==> src/sv/imsu_ram.sv <==
// Generic single-write, single-read RAM with registered read data.
module imsu_ram #(
  parameter int WIDTH = 8,
  parameter int DEPTH = 16,
  localparam int AW = (DEPTH > 1) ? $clog2(DEPTH) : 1
) (
  input  logic             clk,
  input  logic             we,
  input  logic [AW-1:0]    waddr,
  input  logic [WIDTH-1:0] wdata,
  input  logic             re,
  input  logic [AW-1:0]    raddr,
  output logic [WIDTH-1:0] rdata
);

  logic [WIDTH-1:0] mem [DEPTH];

  always_ff @(posedge clk) begin
    if (we) begin
      mem[waddr] <= wdata;
    end
    if (re) begin
      rdata <= mem[raddr];
    end
  end

endmodule

==> config.mk <==
export PLATFORM = sky130hd
export DESIGN_NAME = imsu_ram
export DESIGN_NICKNAME = d
export VERILOG_FILES = /design/src/sv/imsu_ram.sv
export SDC_FILE = /design/constraint.sdc
export NUM_CORES = 1
export LEC_CHECK = 0
export ABC_AREA = 1
export ABC_CLOCK_PERIOD_IN_PS = 1350
export BUFFER_PORTS_ARGS = -buffer_cell sky130_fd_sc_hd__buf_2
export CORE_MARGIN = 2
export CORE_UTILIZATION = 56
export CTS_BUF_LIST = sky130_fd_sc_hd__clkbuf_8 sky130_fd_sc_hd__clkbuf_16
export DETAILED_ROUTE_END_ITERATION = 8
export HOLD_SLACK_MARGIN = 0.15
export PLACE_DENSITY = 0.84
export SLEW_MARGIN = 20
export SYNTH_ARGS = -nofsm -noshare
export SYNTH_HDL_FRONTEND = slang
export SYNTH_SLANG_ARGS = --single-unit
==> constraint.sdc <==
create_clock -name clk -period 1.35 [get_ports clk]
set_input_delay 0 -clock clk [delete_from_list [all_inputs] [get_ports clk]]
set_output_delay 0 -clock clk [all_outputs]
set_load 0.1 [all_outputs]
== Word level (Yosys, flattened, before mapping) ==
Memories as Yosys holds them, arrays and structs flattened. A register that Yosys moved wholly into a read port is not among the register bits.
Index checks and enable logic that the tools add are counted.
W data, S select, Z words.

* Register bits: 0
* RAM bits: 128
* Input port bits: 19
* Output and inout port bits: 8
* Logic and storage cells: 3
* Memories kept: 1

{| class="wikitable"
|+ Memories
! name !! depth !! width !! read ports !! clocked after memory_dff !! wr ports !! RTL line !! text
|-
| mem || 16 || 8 || 1 || 1 || 1 || 16 || <nowiki>logic [WIDTH-1:0] mem [DEPTH];</nowiki>
|}

* Multiplexer cells: 2

{| class="wikitable"
|+ Operators with widths
! cell !! count
|-
| $mux W1 || 2
|}

== Logic depth before layout (Yosys ltp) ==
* Depth after elaboration: 2
* Gate-level depth with buffers: 8

== Worst setup path before layout ==
No wires, ideal clock.

* Path kind: input to register
* Start: in waddr[2]
* End: mem mem[10][0] (enable)
* Library setup time: 370 ps
* Arrival time: 581 ps
* Required time: 980 ps
* Setup slack: 399 ps
* Stages on the path: 2
* Cell sequence: nand3b_1 nor2_1

{| class="wikitable"
|+ RTL lines
! what !! RTL line !! text
|-
| from (decl) || 9 || <nowiki>input logic [AW-1:0] waddr,</nowiki>
|-
| to (decl) || 16 ||
|}

Straight into the memory's write port.

== Worst setup path after layout ==
* Start: in we
* End: mem mem[3][7] (enable)

* Word-level cells in the longest chain between the ends: 2

{| class="wikitable"
|+ RTL lines
! what !! RTL line !! text
|-
| from (decl) || 8 || <nowiki>input logic we,</nowiki>
|-
| $mux W1 || 19 || <nowiki>if (we) begin</nowiki>
|-
| $mux W1 (implied by the code) || 20 || <nowiki>mem[waddr] <= wdata;</nowiki>
|}

Every way passes these cells.

==> impl_metrics.toml <==
[outcome]
status = "finished clean"

[setup_path]
critical_path.top_delay_family = "buffers and inverters"
cpMostUsedCell = "dlygate4sd3_1"
path_cells = "dlygate4sd3_1 -> buf_2 -> nand2_1 -> nor2_1 -> dlygate4sd3_1 -> buf_6"
arrival_ps = 1560
timing.rr.end = "rdata[6]"
slowest_stage = "dlygate4sd3_1"
slowest_delay_ps = 570
cp.depth = 6
r2r_cells = 6
r2r_start = "mem[13][6]"
start_kind = "primary input"
reg2reg_slack_ps = 180
cp.required_ps = 1590
crit_path_max_fanout = 8
path_buf_inv = 4
worstSetupPathType = "primary input to flip-flop"
end_kind = "flip-flop"

[synth]
ys_ff_latch = 136
synthCells = 551
synth_nets = 570
synthDistinctLibCells = 11
seq_area_frac_synth = 0.698
ys_warn_count = 0
syn_area_per_cell_um2 = 10.6
syn_area_um2 = 5850

[worst_hold_path]
hp-class = "primary input to flip-flop"
hold_depth = 5
min_to = "mem[2][4]"
min-delay-start = "waddr[3]"

[cts]
clock_latency_ps = 520
cts.path.max_buffers = 2
cts_sinks = 136
cts_max_level = 4
clkTransAtPathRegs_ps = 60
cts-root-buf = "clkbuf_8"
cts_tree = "built"
cts_buffers = 17

[timing]
max_clock_freq_mhz = 758
rsz0062_at_grt = "no"
fin_crit_sh = 0.977
max_slew_margin = 0.568
fin_skew_ps = 4.28
setup-violations-final = 0
worstMarginPinSlew_ps = 647
finalMaxSlewViolations = 0
hold_viol = 0
min_period_ps = 1320
final.setup.tns_ps = 0

[placement]
dpl_cell_area_um2 = 6180
hpwl_mm = 7.82
portBuffers = 26
globalplace.congestion = 0.871
dpl.cell_count = 711

[detailed_routing]
drtIter0Drc = 479
vias = 4073
via_per_inst = 5.39
ant_nets = 0
wl_mm = 13.0
dr.pass1.iters = 6
wire_per_inst_um = 17.3
drc = 0

[global_route]
grt_pass1_wl_mm = 20.9
grt_max_degree = 65
grt_util_all_layers = 0.252
overflow = 0
antenna_found_initial = 0
grt_pass1_vias = 4245

[finish]
diodes = 0
fin_cells = 755
final_cell_area_um2 = 6840
drive_gt1_frac = 0.120
final_cell_mix = "nand2_1, edfxtp_1, inv_1, nand3_1, buf_2"
mostFrequentLayoutCell = "nand2_1"
area_growth_pct = 16.9
finalNetCount = 626

[floorplanning]
core-area_um2 = 10200
rows = 37
die_x_um = 106
die-area_um2 = 11300
initial_core_util = 0.571
die_y_um = 106
ioPinCount = 27

[job]
maxCapViolations = 0

[power_and_ir_drop]
total_power_mw = 9.52
ir_drop_mv = 0.681
total_leakage_power_nw = 2.98
power_density_nw_per_um2 = 1390
cells in the mapped netlist (all sizes together):
cell type / n / area [µm²]
nand3b: 2 / 15.0
inv: 102 / 383
nor2: 17 / 63.8
edfxtp: 136 / 4080
nand2: 173 / 649
nand3: 97 / 485
buf: 24 / 166
power by group:
group | leakage (nW) | total (mW) | switching [mW] | internal, mW
clock network | 0.257 | 3.98 | 1.61 | 2.37
logic | 1.48 | 0.758 | 0.558 | 0.200
registers | 1.24 | 4.79 | 0.0269 | 4.76
cells by family after synthesis:
kind of cell,after synthesis,synth area share
buffers and inverters,126,0.0939
flip-flops,136,0.698
AND/OR/NAND/NOR,289,0.208
what timing repair did:
| action | in CTS | in global routing |
|---|---|---|
| hold endpoints to repair | 208 | 0 |
| endpoints found under the setup margin | 0 | 18 |
| buffers inserted | 0 | 0 |
| gates resized for setup | 0 | 4 |
| hold buffers | 14 | 0 |
worst min-delay path, delay by kind of cell:
| kind | cells | cell delay [ps] |
|---|---|---|
| buffers and inverters | 2 | 240 |
| AND/OR/NAND/NOR | 3 | 220 |
sequential cells by signal, indices dropped and copies added (netlist names):
register / count
mem: 128
rdata: 8
per-stage QoR:
step / utilization / hold slack (ps) / setup WS [ps]
after CTS: 0.668 / 121 / 22.4
after floorplan: - / 98.9 / 399
after global placement: 0.604 / 361 / 138
final: 0.668 / 114 / 30.7
after global routing: 0.668 / 164 / 1.81
after detailed placement: 0.604 / 358 / 80.7
cell type report:
cell class              instances  area [µm²]
multi-input cells             289        1210
fillers                       726        3400
repair buffers                 61         475
well taps                     136         170
clock buffers                  17         414
flip-flops and latches        136        4080
clock inverters                14        95.1
inverters                     102         383
per-layer routing:
layer / GRT usage / vias to the layer above / part of all wire
met3: 0.0570 / 36 / 0.092
met1: 0.309 / 1936 / 0.38
met5: 0 / - / 0
li1: - / 1892 / -
met2: 0.427 / 209 / 0.51
met4: 0.117 / 0 / 0.027
how the worst max path moves through the flow:
stage | start | endpoint | slack, ps
floorplan | waddr[2] | mem[10][0] | 400
global placement | raddr[1] | rdata[7] | 140
detailed placement | raddr[1] | rdata[3] | 80
CTS | rdata[0] | rdata[0] | 20
global route | we | mem[3][7] | 2
finish | we | mem[3][7] | 30
Power figures use the tool's default switching activity.
