$ cat config.mk
export PLATFORM = sky130hd
export DESIGN_NAME = imsu_eval
export DESIGN_NICKNAME = d
export VERILOG_FILES = /design/src/sv/imsu_pkg.sv /design/src/sv/imsu_eval.sv
export SDC_FILE = /design/constraint.sdc
export NUM_CORES = 1
export LEC_CHECK = 0
export ABC_AREA = 1
export BUFFER_PORTS_ARGS = -buffer_cell sky130_fd_sc_hd__buf_2
export CORE_AREA = 2 2 139 141
export DETAILED_ROUTE_END_ITERATION = 10
export DIE_AREA = 0 0 141 143
export GPL_TIMING_DRIVEN = 1
export PLACE_DENSITY = 0.69
export REMOVE_ABC_BUFFERS = 1
export SYNTH_ARGS = -nofsm -noshare
export SYNTH_HDL_FRONTEND = slang
export SYNTH_SLANG_ARGS = --single-unit
$ cat constraint.sdc
create_clock -name vclk -period 4.1
set_input_delay 0.205 -clock vclk [all_inputs]
set_output_delay 0.205 -clock vclk [all_outputs]
set_load 0.05 [all_outputs]
$ cat src/sv/imsu_pkg.sv
// Shared widths, codes, result type and reset helpers for the Ising spin update block.
package imsu_pkg;

  localparam int SIDE_DEF  = 64;
  localparam int COORD_W   = 6;
  localparam int FRAC_W    = 16;
  localparam int PROB_W    = 17;
  localparam int ENERGY_W  = 15;
  localparam int MAG_W     = 14;
  localparam int CFG_IDX_W = 1;

  localparam logic CMD_SET   = 1'b0;
  localparam logic CMD_TRIAL = 1'b1;

  localparam logic [CFG_IDX_W-1:0] REG_ACCEPT_DE4 = 1'b0;
  localparam logic [CFG_IDX_W-1:0] REG_ACCEPT_DE8 = 1'b1;

  localparam logic [PROB_W-1:0] PROB_RESET = 17'd65536;

  localparam logic signed [ENERGY_W-1:0] DE_NEG8 = -15'sd8;
  localparam logic signed [ENERGY_W-1:0] DE_NEG4 = -15'sd4;
  localparam logic signed [ENERGY_W-1:0] DE_ZERO = 15'sd0;
  localparam logic signed [ENERGY_W-1:0] DE_POS4 = 15'sd4;
  localparam logic signed [ENERGY_W-1:0] DE_POS8 = 15'sd8;

  localparam logic signed [MAG_W-1:0] DM_DOWN = -14'sd2;
  localparam logic signed [MAG_W-1:0] DM_UP   = 14'sd2;
  localparam logic signed [MAG_W-1:0] DM_ZERO = 14'sd0;

  typedef struct packed {
    logic                       flip;
    logic signed [ENERGY_W-1:0] e_delta;
    logic signed [MAG_W-1:0]    m_delta;
  } imsu_eval_t;

  function automatic logic signed [ENERGY_W-1:0] energy_reset(input int side);
    return ENERGY_W'(-2 * side * side);
  endfunction

  function automatic logic signed [MAG_W-1:0] mag_reset(input int side);
    return MAG_W'(side * side);
  endfunction

endpackage

$ cat src/sv/imsu_eval.sv
// Flip decision, energy and magnetisation deltas and rewritten row for one site.
module imsu_eval import imsu_pkg::*; #(
  parameter int SIDE = SIDE_DEF,
  localparam int IDX_W = $clog2(SIDE)
) (
  input  logic [SIDE-1:0]   up_row,
  input  logic [SIDE-1:0]   ctr_row,
  input  logic [SIDE-1:0]   dn_row,
  input  logic [IDX_W-1:0]  col,
  input  logic [IDX_W-1:0]  col_l,
  input  logic [IDX_W-1:0]  col_r,
  input  logic              cmd,
  input  logic              spin_value,
  input  logic [FRAC_W-1:0] frac,
  input  logic [PROB_W-1:0] prob_de4,
  input  logic [PROB_W-1:0] prob_de8,
  output imsu_eval_t        res,
  output logic [SIDE-1:0]   new_row
);

  logic                       spin;
  logic [3:0]                 same;
  logic [2:0]                 n_same;
  logic                       trial_ok;
  logic                       flip;
  logic signed [ENERGY_W-1:0] de;
  logic [PROB_W-1:0]          frac_ext;

  always_comb begin
    spin     = ctr_row[col];
    same     = {up_row[col] == spin, dn_row[col] == spin,
                ctr_row[col_l] == spin, ctr_row[col_r] == spin};
    n_same   = 3'(same[0]) + 3'(same[1]) + 3'(same[2]) + 3'(same[3]);
    frac_ext = PROB_W'(frac);
    case (n_same)
      3'd0: begin
        de       = DE_NEG8;
        trial_ok = 1'b1;
      end
      3'd1: begin
        de       = DE_NEG4;
        trial_ok = 1'b1;
      end
      3'd3: begin
        de       = DE_POS4;
        trial_ok = frac_ext <= prob_de4;
      end
      3'd4: begin
        de       = DE_POS8;
        trial_ok = frac_ext <= prob_de8;
      end
      default: begin
        de       = DE_ZERO;
        trial_ok = 1'b1;
      end
    endcase
    if (cmd == CMD_SET) begin
      flip = spin_value != spin;
    end else begin
      flip = trial_ok;
    end
    res.flip    = flip;
    res.e_delta = flip ? de : DE_ZERO;
    res.m_delta = flip ? (spin ? DM_DOWN : DM_UP) : DM_ZERO;
    new_row      = ctr_row;
    new_row[col] = spin ^ flip;
  end

endmodule

After elaboration in Yosys (flattened, before gate mapping) --
Cells that the tools add are included.
Word-level totals: input port bits 262, register bits 0, memories kept 0, logic and storage cells 39, bits in latches 0, output and inout bits 94, bits in writable memories 0, memory bits (read-only) 0
Cells by class: shifts and indexed selects 0, muxes and demuxes 19, bitwise logic cells 1, order comparisons 6, reduce and logical (&&, ||, !) cells 2, $mul 0, $add $sub $neg 3, equal/unequal tests 8, div/mod/pow operators 0
Operator list (number):
- $bwmux W64 | 1
- $pmux W15 S4 | 1
- $le A16 B17 Y1 | 2
- $bmux W1 S6 | 5
- $mux W14 | 2
- $lt A6 B7 Y1 const B | 3
- $mux W15 | 1
- $mux W1 | 7
- $demux W1 S6 | 1
- $ge A6 B1 Y1 const B | 1
- $eq A1 B1 Y1 | 4
- $add A2 B1 Y3 | 1
- $add A3 B1 Y3 | 1
- $eq A3 B1 Y1 const B | 1
- $eq A3 B2 Y1 const B | 1
- $eq A3 B3 Y1 const B | 1
- $logic_not A3 Y1 | 1
- $add A1 B1 Y2 | 1
- $pmux W1 S2 | 1
- $logic_and A1 B1 Y1 | 1
- $ne A1 B1 Y1 | 1
- $xor A1 B1 Y1 | 1

Logic depth before layout (Yosys ltp) --
word-level depth 11, gate-level depth with buffers 31, gate-level depth less buffers 28

Least setup slack after synthesis --
OpenSTA, ideal clock, no wires.
path type in2out, from input port col[0], to output port new_row[10], data arrival time 4613 ps, data required time 3895 ps, buffers on the path 5, path slack -718 ps, cell stages on the path 30, path through buf_4 -> buf_6 -> buf_6 -> nand2_1 -> a21oi_1 -> or2_2 -> nand2_1 -> nand2_1 -> nand2_1 -> nand2_1 -> nor2_1 -> nand3_1 -> nand2_1 -> inv_1 -> fa_1 -> ha_1 -> ha_1 -> inv_1 -> nand2_1 -> nor2_1 -> inv_1 -> nand2_1 -> nand3_1 -> nand2_1 -> inv_1 -> ha_1 -> clkbuf_1 -> inv_2 -> clkbuf_1 -> a31oi_1
On the way: longest elaborated chain between the ends 11, elaborated cells between the ends (all ways) 25, classes of those cells add/sub (3); order compare (2); eq/ne (7); mux (11); bitwise (1); reduce/logical (1)
Ends and longest elaborated chain:
- start: declaration | line imsu_eval.sv:9 | input logic [IDX_W-1:0] col,
- $bmux W1 S6 | line imsu_eval.sv:30 | spin = ctr_row[col];
- $mux W1 (implied by the code) | line imsu_eval.sv:30
- $eq A1 B1 Y1 | line imsu_eval.sv:32 | ctr_row[col_l] == spin, ctr_row[col_r] == spin};
- $add A1 B1 Y2 | line imsu_eval.sv:33 | n_same = 3'(same[0]) + 3'(same[1]) + 3'(same[2]) + 3'(same[3]);
- $add A2 B1 Y3 | line imsu_eval.sv:33
- $add A3 B1 Y3 | line imsu_eval.sv:33
- $eq A3 B3 Y1 / $eq A3 B2 Y1 (equally long branches) | line imsu_eval.sv:35 | case (n_same)
- $pmux W1 S2 | line imsu_eval.sv:35
- $mux W1 * | line imsu_eval.sv:57 | if (cmd == CMD_SET) begin
- via flip | line imsu_eval.sv:25 | logic flip;
- $xor A1 B1 Y1 * | line imsu_eval.sv:66 | new_row[col] = spin ^ flip;
- $bwmux W64 * | line imsu_eval.sv:66
- end: declaration | line imsu_eval.sv:18 | output logic [SIDE-1:0] new_row
Mark *: on every way through the listed nets, which the timed path passes. The rest lies on a longest branch. The select of a mux whose other input is x is not followed.

Worst setup path after layout --
from input port col[1], to output port new_row[53]
On the way: longest elaborated chain between the ends 11, elaborated cells between the ends (all ways) 25, classes of those cells add/sub (3); order compare (2); eq/ne (7); mux (11); bitwise (1); reduce/logical (1)
Ends and longest elaborated chain (line):
- $bmux W1 S6 | imsu_eval.sv:30
- $mux W1 (implied by the code) | imsu_eval.sv:30
- $eq A1 B1 Y1 | imsu_eval.sv:32
- $add A1 B1 Y2 | imsu_eval.sv:33
- $add A2 B1 Y3 | imsu_eval.sv:33
- $add A3 B1 Y3 | imsu_eval.sv:33
- $eq A3 B3 Y1 / $eq A3 B2 Y1 (equally long branches) | imsu_eval.sv:35
- $pmux W1 S2 | imsu_eval.sv:35
- $mux W1 | imsu_eval.sv:57
- $xor A1 B1 Y1 | imsu_eval.sv:66
- $bwmux W64 * | imsu_eval.sv:66
Mark *: on every way between the ends. The rest lies on a longest branch, timed or not. The select of a mux whose other input is x is not followed.

==> summary.txt <==
Max Cap Viol: 0
Via/cell ratio: 5.38
Cell Rows: 50
Crit-path slowest cell: fa_1
Maximum vdd ir drop: 0.000173 V
Setup TNS: -5.17 ns
Pin count of the biggest net entering global routing: 43
Worst setup path class: primary input to primary output
Clkbuf count: 0
Tot GR Track Use: 27.9%
Fin worst setup slack: -0.129 ns
Power Dens Cells: 271 nW/um^2
Initial Util: 29.3%
Final-report setup violation count: 65
Sequential cells: 0
Crit share post-route: 103%
IO Pins: 356
WL/cell: 18.3 um
Peak Freq: 0.236 GHz
Synth Area per Inst: 4.93 um^2
Violated checks: setup timing
Mapped Cells: 1105
Commonest non-fill, non-tap cell in the layout: nand2_1
Synthesized cell area: 5450 um^2
Worst Setup Start Kind: primary input
Status: complete, but fails checks
DR iter-0 viols: 556
Die ar.: 20200 um^2
Total number of vias: 9620
Distinct cell type count after synthesis: 32
Cell Area, Placed: 8290 um^2
Worst min-delay path category: primary input to primary output
Final instance area: 10100 um^2
Number of port buffers: 353
Core area: 18600 um^2
Register area share after synthesis: 0%
Vias in the first global route: 8647
Commonest non-fill, non-tap cells in the layout: nand2_1 (329), buf_2 (274), buf_4 (168)
Placed Cells: 1747
First-pass GRT wire length: 44.6 mm
Post-DP HPWL: 24.5 mm
Final Util: 54.6%
FF/Latch Area: 0 um^2
Layout Nets: 1850
Drt total wl: 32.8 mm
Final non-filler cell total: 1788
Area Growth Syn to Fin: 86.0%
Residual DRC count: 0
Crit-path most repeated cell: nand2_1
Die X: 141 um
Global placer's final weighted congestion: 0.966
Die Height: 143 um
Crit-path max cell delay: 0.42 ns
CP arrival: 4.02 ns
Yosys warns: 0
Antenna Nets Post-Route: 0
Share of cells above drive strength 1: 43.0%
Total power: 0.00275 W
Tmin final: 4.23 ns
RSZ-0062 raised after global routing: yes
Crit Path Max Fanout: 10
Pre-antenna DRT Iters: 5
Fin. Hold Viols: 0
Hold buffers post-CTS: 0
Initial antenna violation count: 5
CP Capture Type: primary output
Leakage: 5.31 nW
Max Transition Viols Final: 0
Req. time, crit path: 3.89 ns
Remaining global-route overflow: 0
## power by group
| group | internal [W] | switching (W) | total, W | leakage, nW |
|---|---|---|---|---|
| clock | 0.000000000131 | 0 | 0.000000000131 | 0.0000254 |
| combinational | 0.000986 | 0.00177 | 0.00275 | 5.31 |
| sequential | 0 | 0 | 0 | 0 |
| total | 0.000986 | 0.00177 | 0.00275 | 5.31 |
## final cells by class
type	instances	area (um^2)
Tap cell	234	293
Inverter	134	554
Antenna cell	4	10.0
Timing Repair Buffer	535	4060
Multi-Input combinational cell	880	5220
Fill cell	1807	8440
Timing Repair inverter	1	7.51
## worst max-delay path, delay by kind of cell
kind,cells,cell delay (ns)
buffers and inverters,10,1.15
adder cells (fa/ha/maj),4,1.19
AND/OR/NAND/NOR,17,1.27
AO/OA/AOI/OAI,1,0.17
## logic make-up (layout without fill, tap and decap cells)
group,after synthesis,in the layout,share of synthesized area [%]
AOI/OAI and AO/OA,317,317,30.9
adders and majority gates,36,36,8.40
buffers and inverters,228,670,19.3
other,1,7,0.0688
and+or+nand+nor,523,524,41.3
## through the flow
step           setup slack, ns  hold WS (ns)
6_report                -0.129         0.836
5_1_grt                 -0.309         0.862
4_1_cts                -0.0121         0.847
3_5_place_dp            -0.375         0.864
3_3_place_gp            -0.280         0.860
2_1_floorplan            -6.10         0.707
## worst paths after layout
path	endpoint	slack, ns	startpoint	cells after the start
max	new_row[53]	-0.13	col[1]	32
min	new_row[45]	0.84	ctr_row[45]	4
## what timing repair did
| action | CTS | global route |
|---|---|---|
| resized for setup | 127 | 206 |
| endpoints found under the setup margin | 87 | 91 |
| pin swaps | 17 | 28 |
| setup buffers | 10 | 15 |
| cloned | 4 | 9 |
## synthesized netlist by cell type, drive strengths merged
cell / n / area share [%]
nand2: 346 / 24
a21oi: 155 / 14
inv: 133 / 9.2
o21ai: 99 / 9.1
nand3: 87 / 8.0
buf: 66 / 8.1
nor2: 51 / 4.3
a31oi: 47 / 5.4
ha: 35 / 8.0
clkbuf: 28 / 1.9
nand4: 13 / 1.5
nor3: 10 / 1.5
or2: 8 / 0.92
nand3b: 7 / 0.96
o211ai: 7 / 0.96
o21a: 5 / 0.69
a22oi: 4 / 0.55
clkinv: 1 / 0.069
conb: 1 / 0.069
fa: 1 / 0.37
nor3b: 1 / 0.14
## metal layers
metal | vias to the layer above | global-route usage, % | share of wire, %
li1 | 4554 | - | -
met1 | 4358 | 33.2 | 37
met2 | 582 | 50.7 | 49
met3 | 124 | 3.45 | 8.4
met4 | 2 | 11.8 | 5.5
met5 | - | 0 | 0.040
No activity file was read; power rests on OpenSTA's default activity.
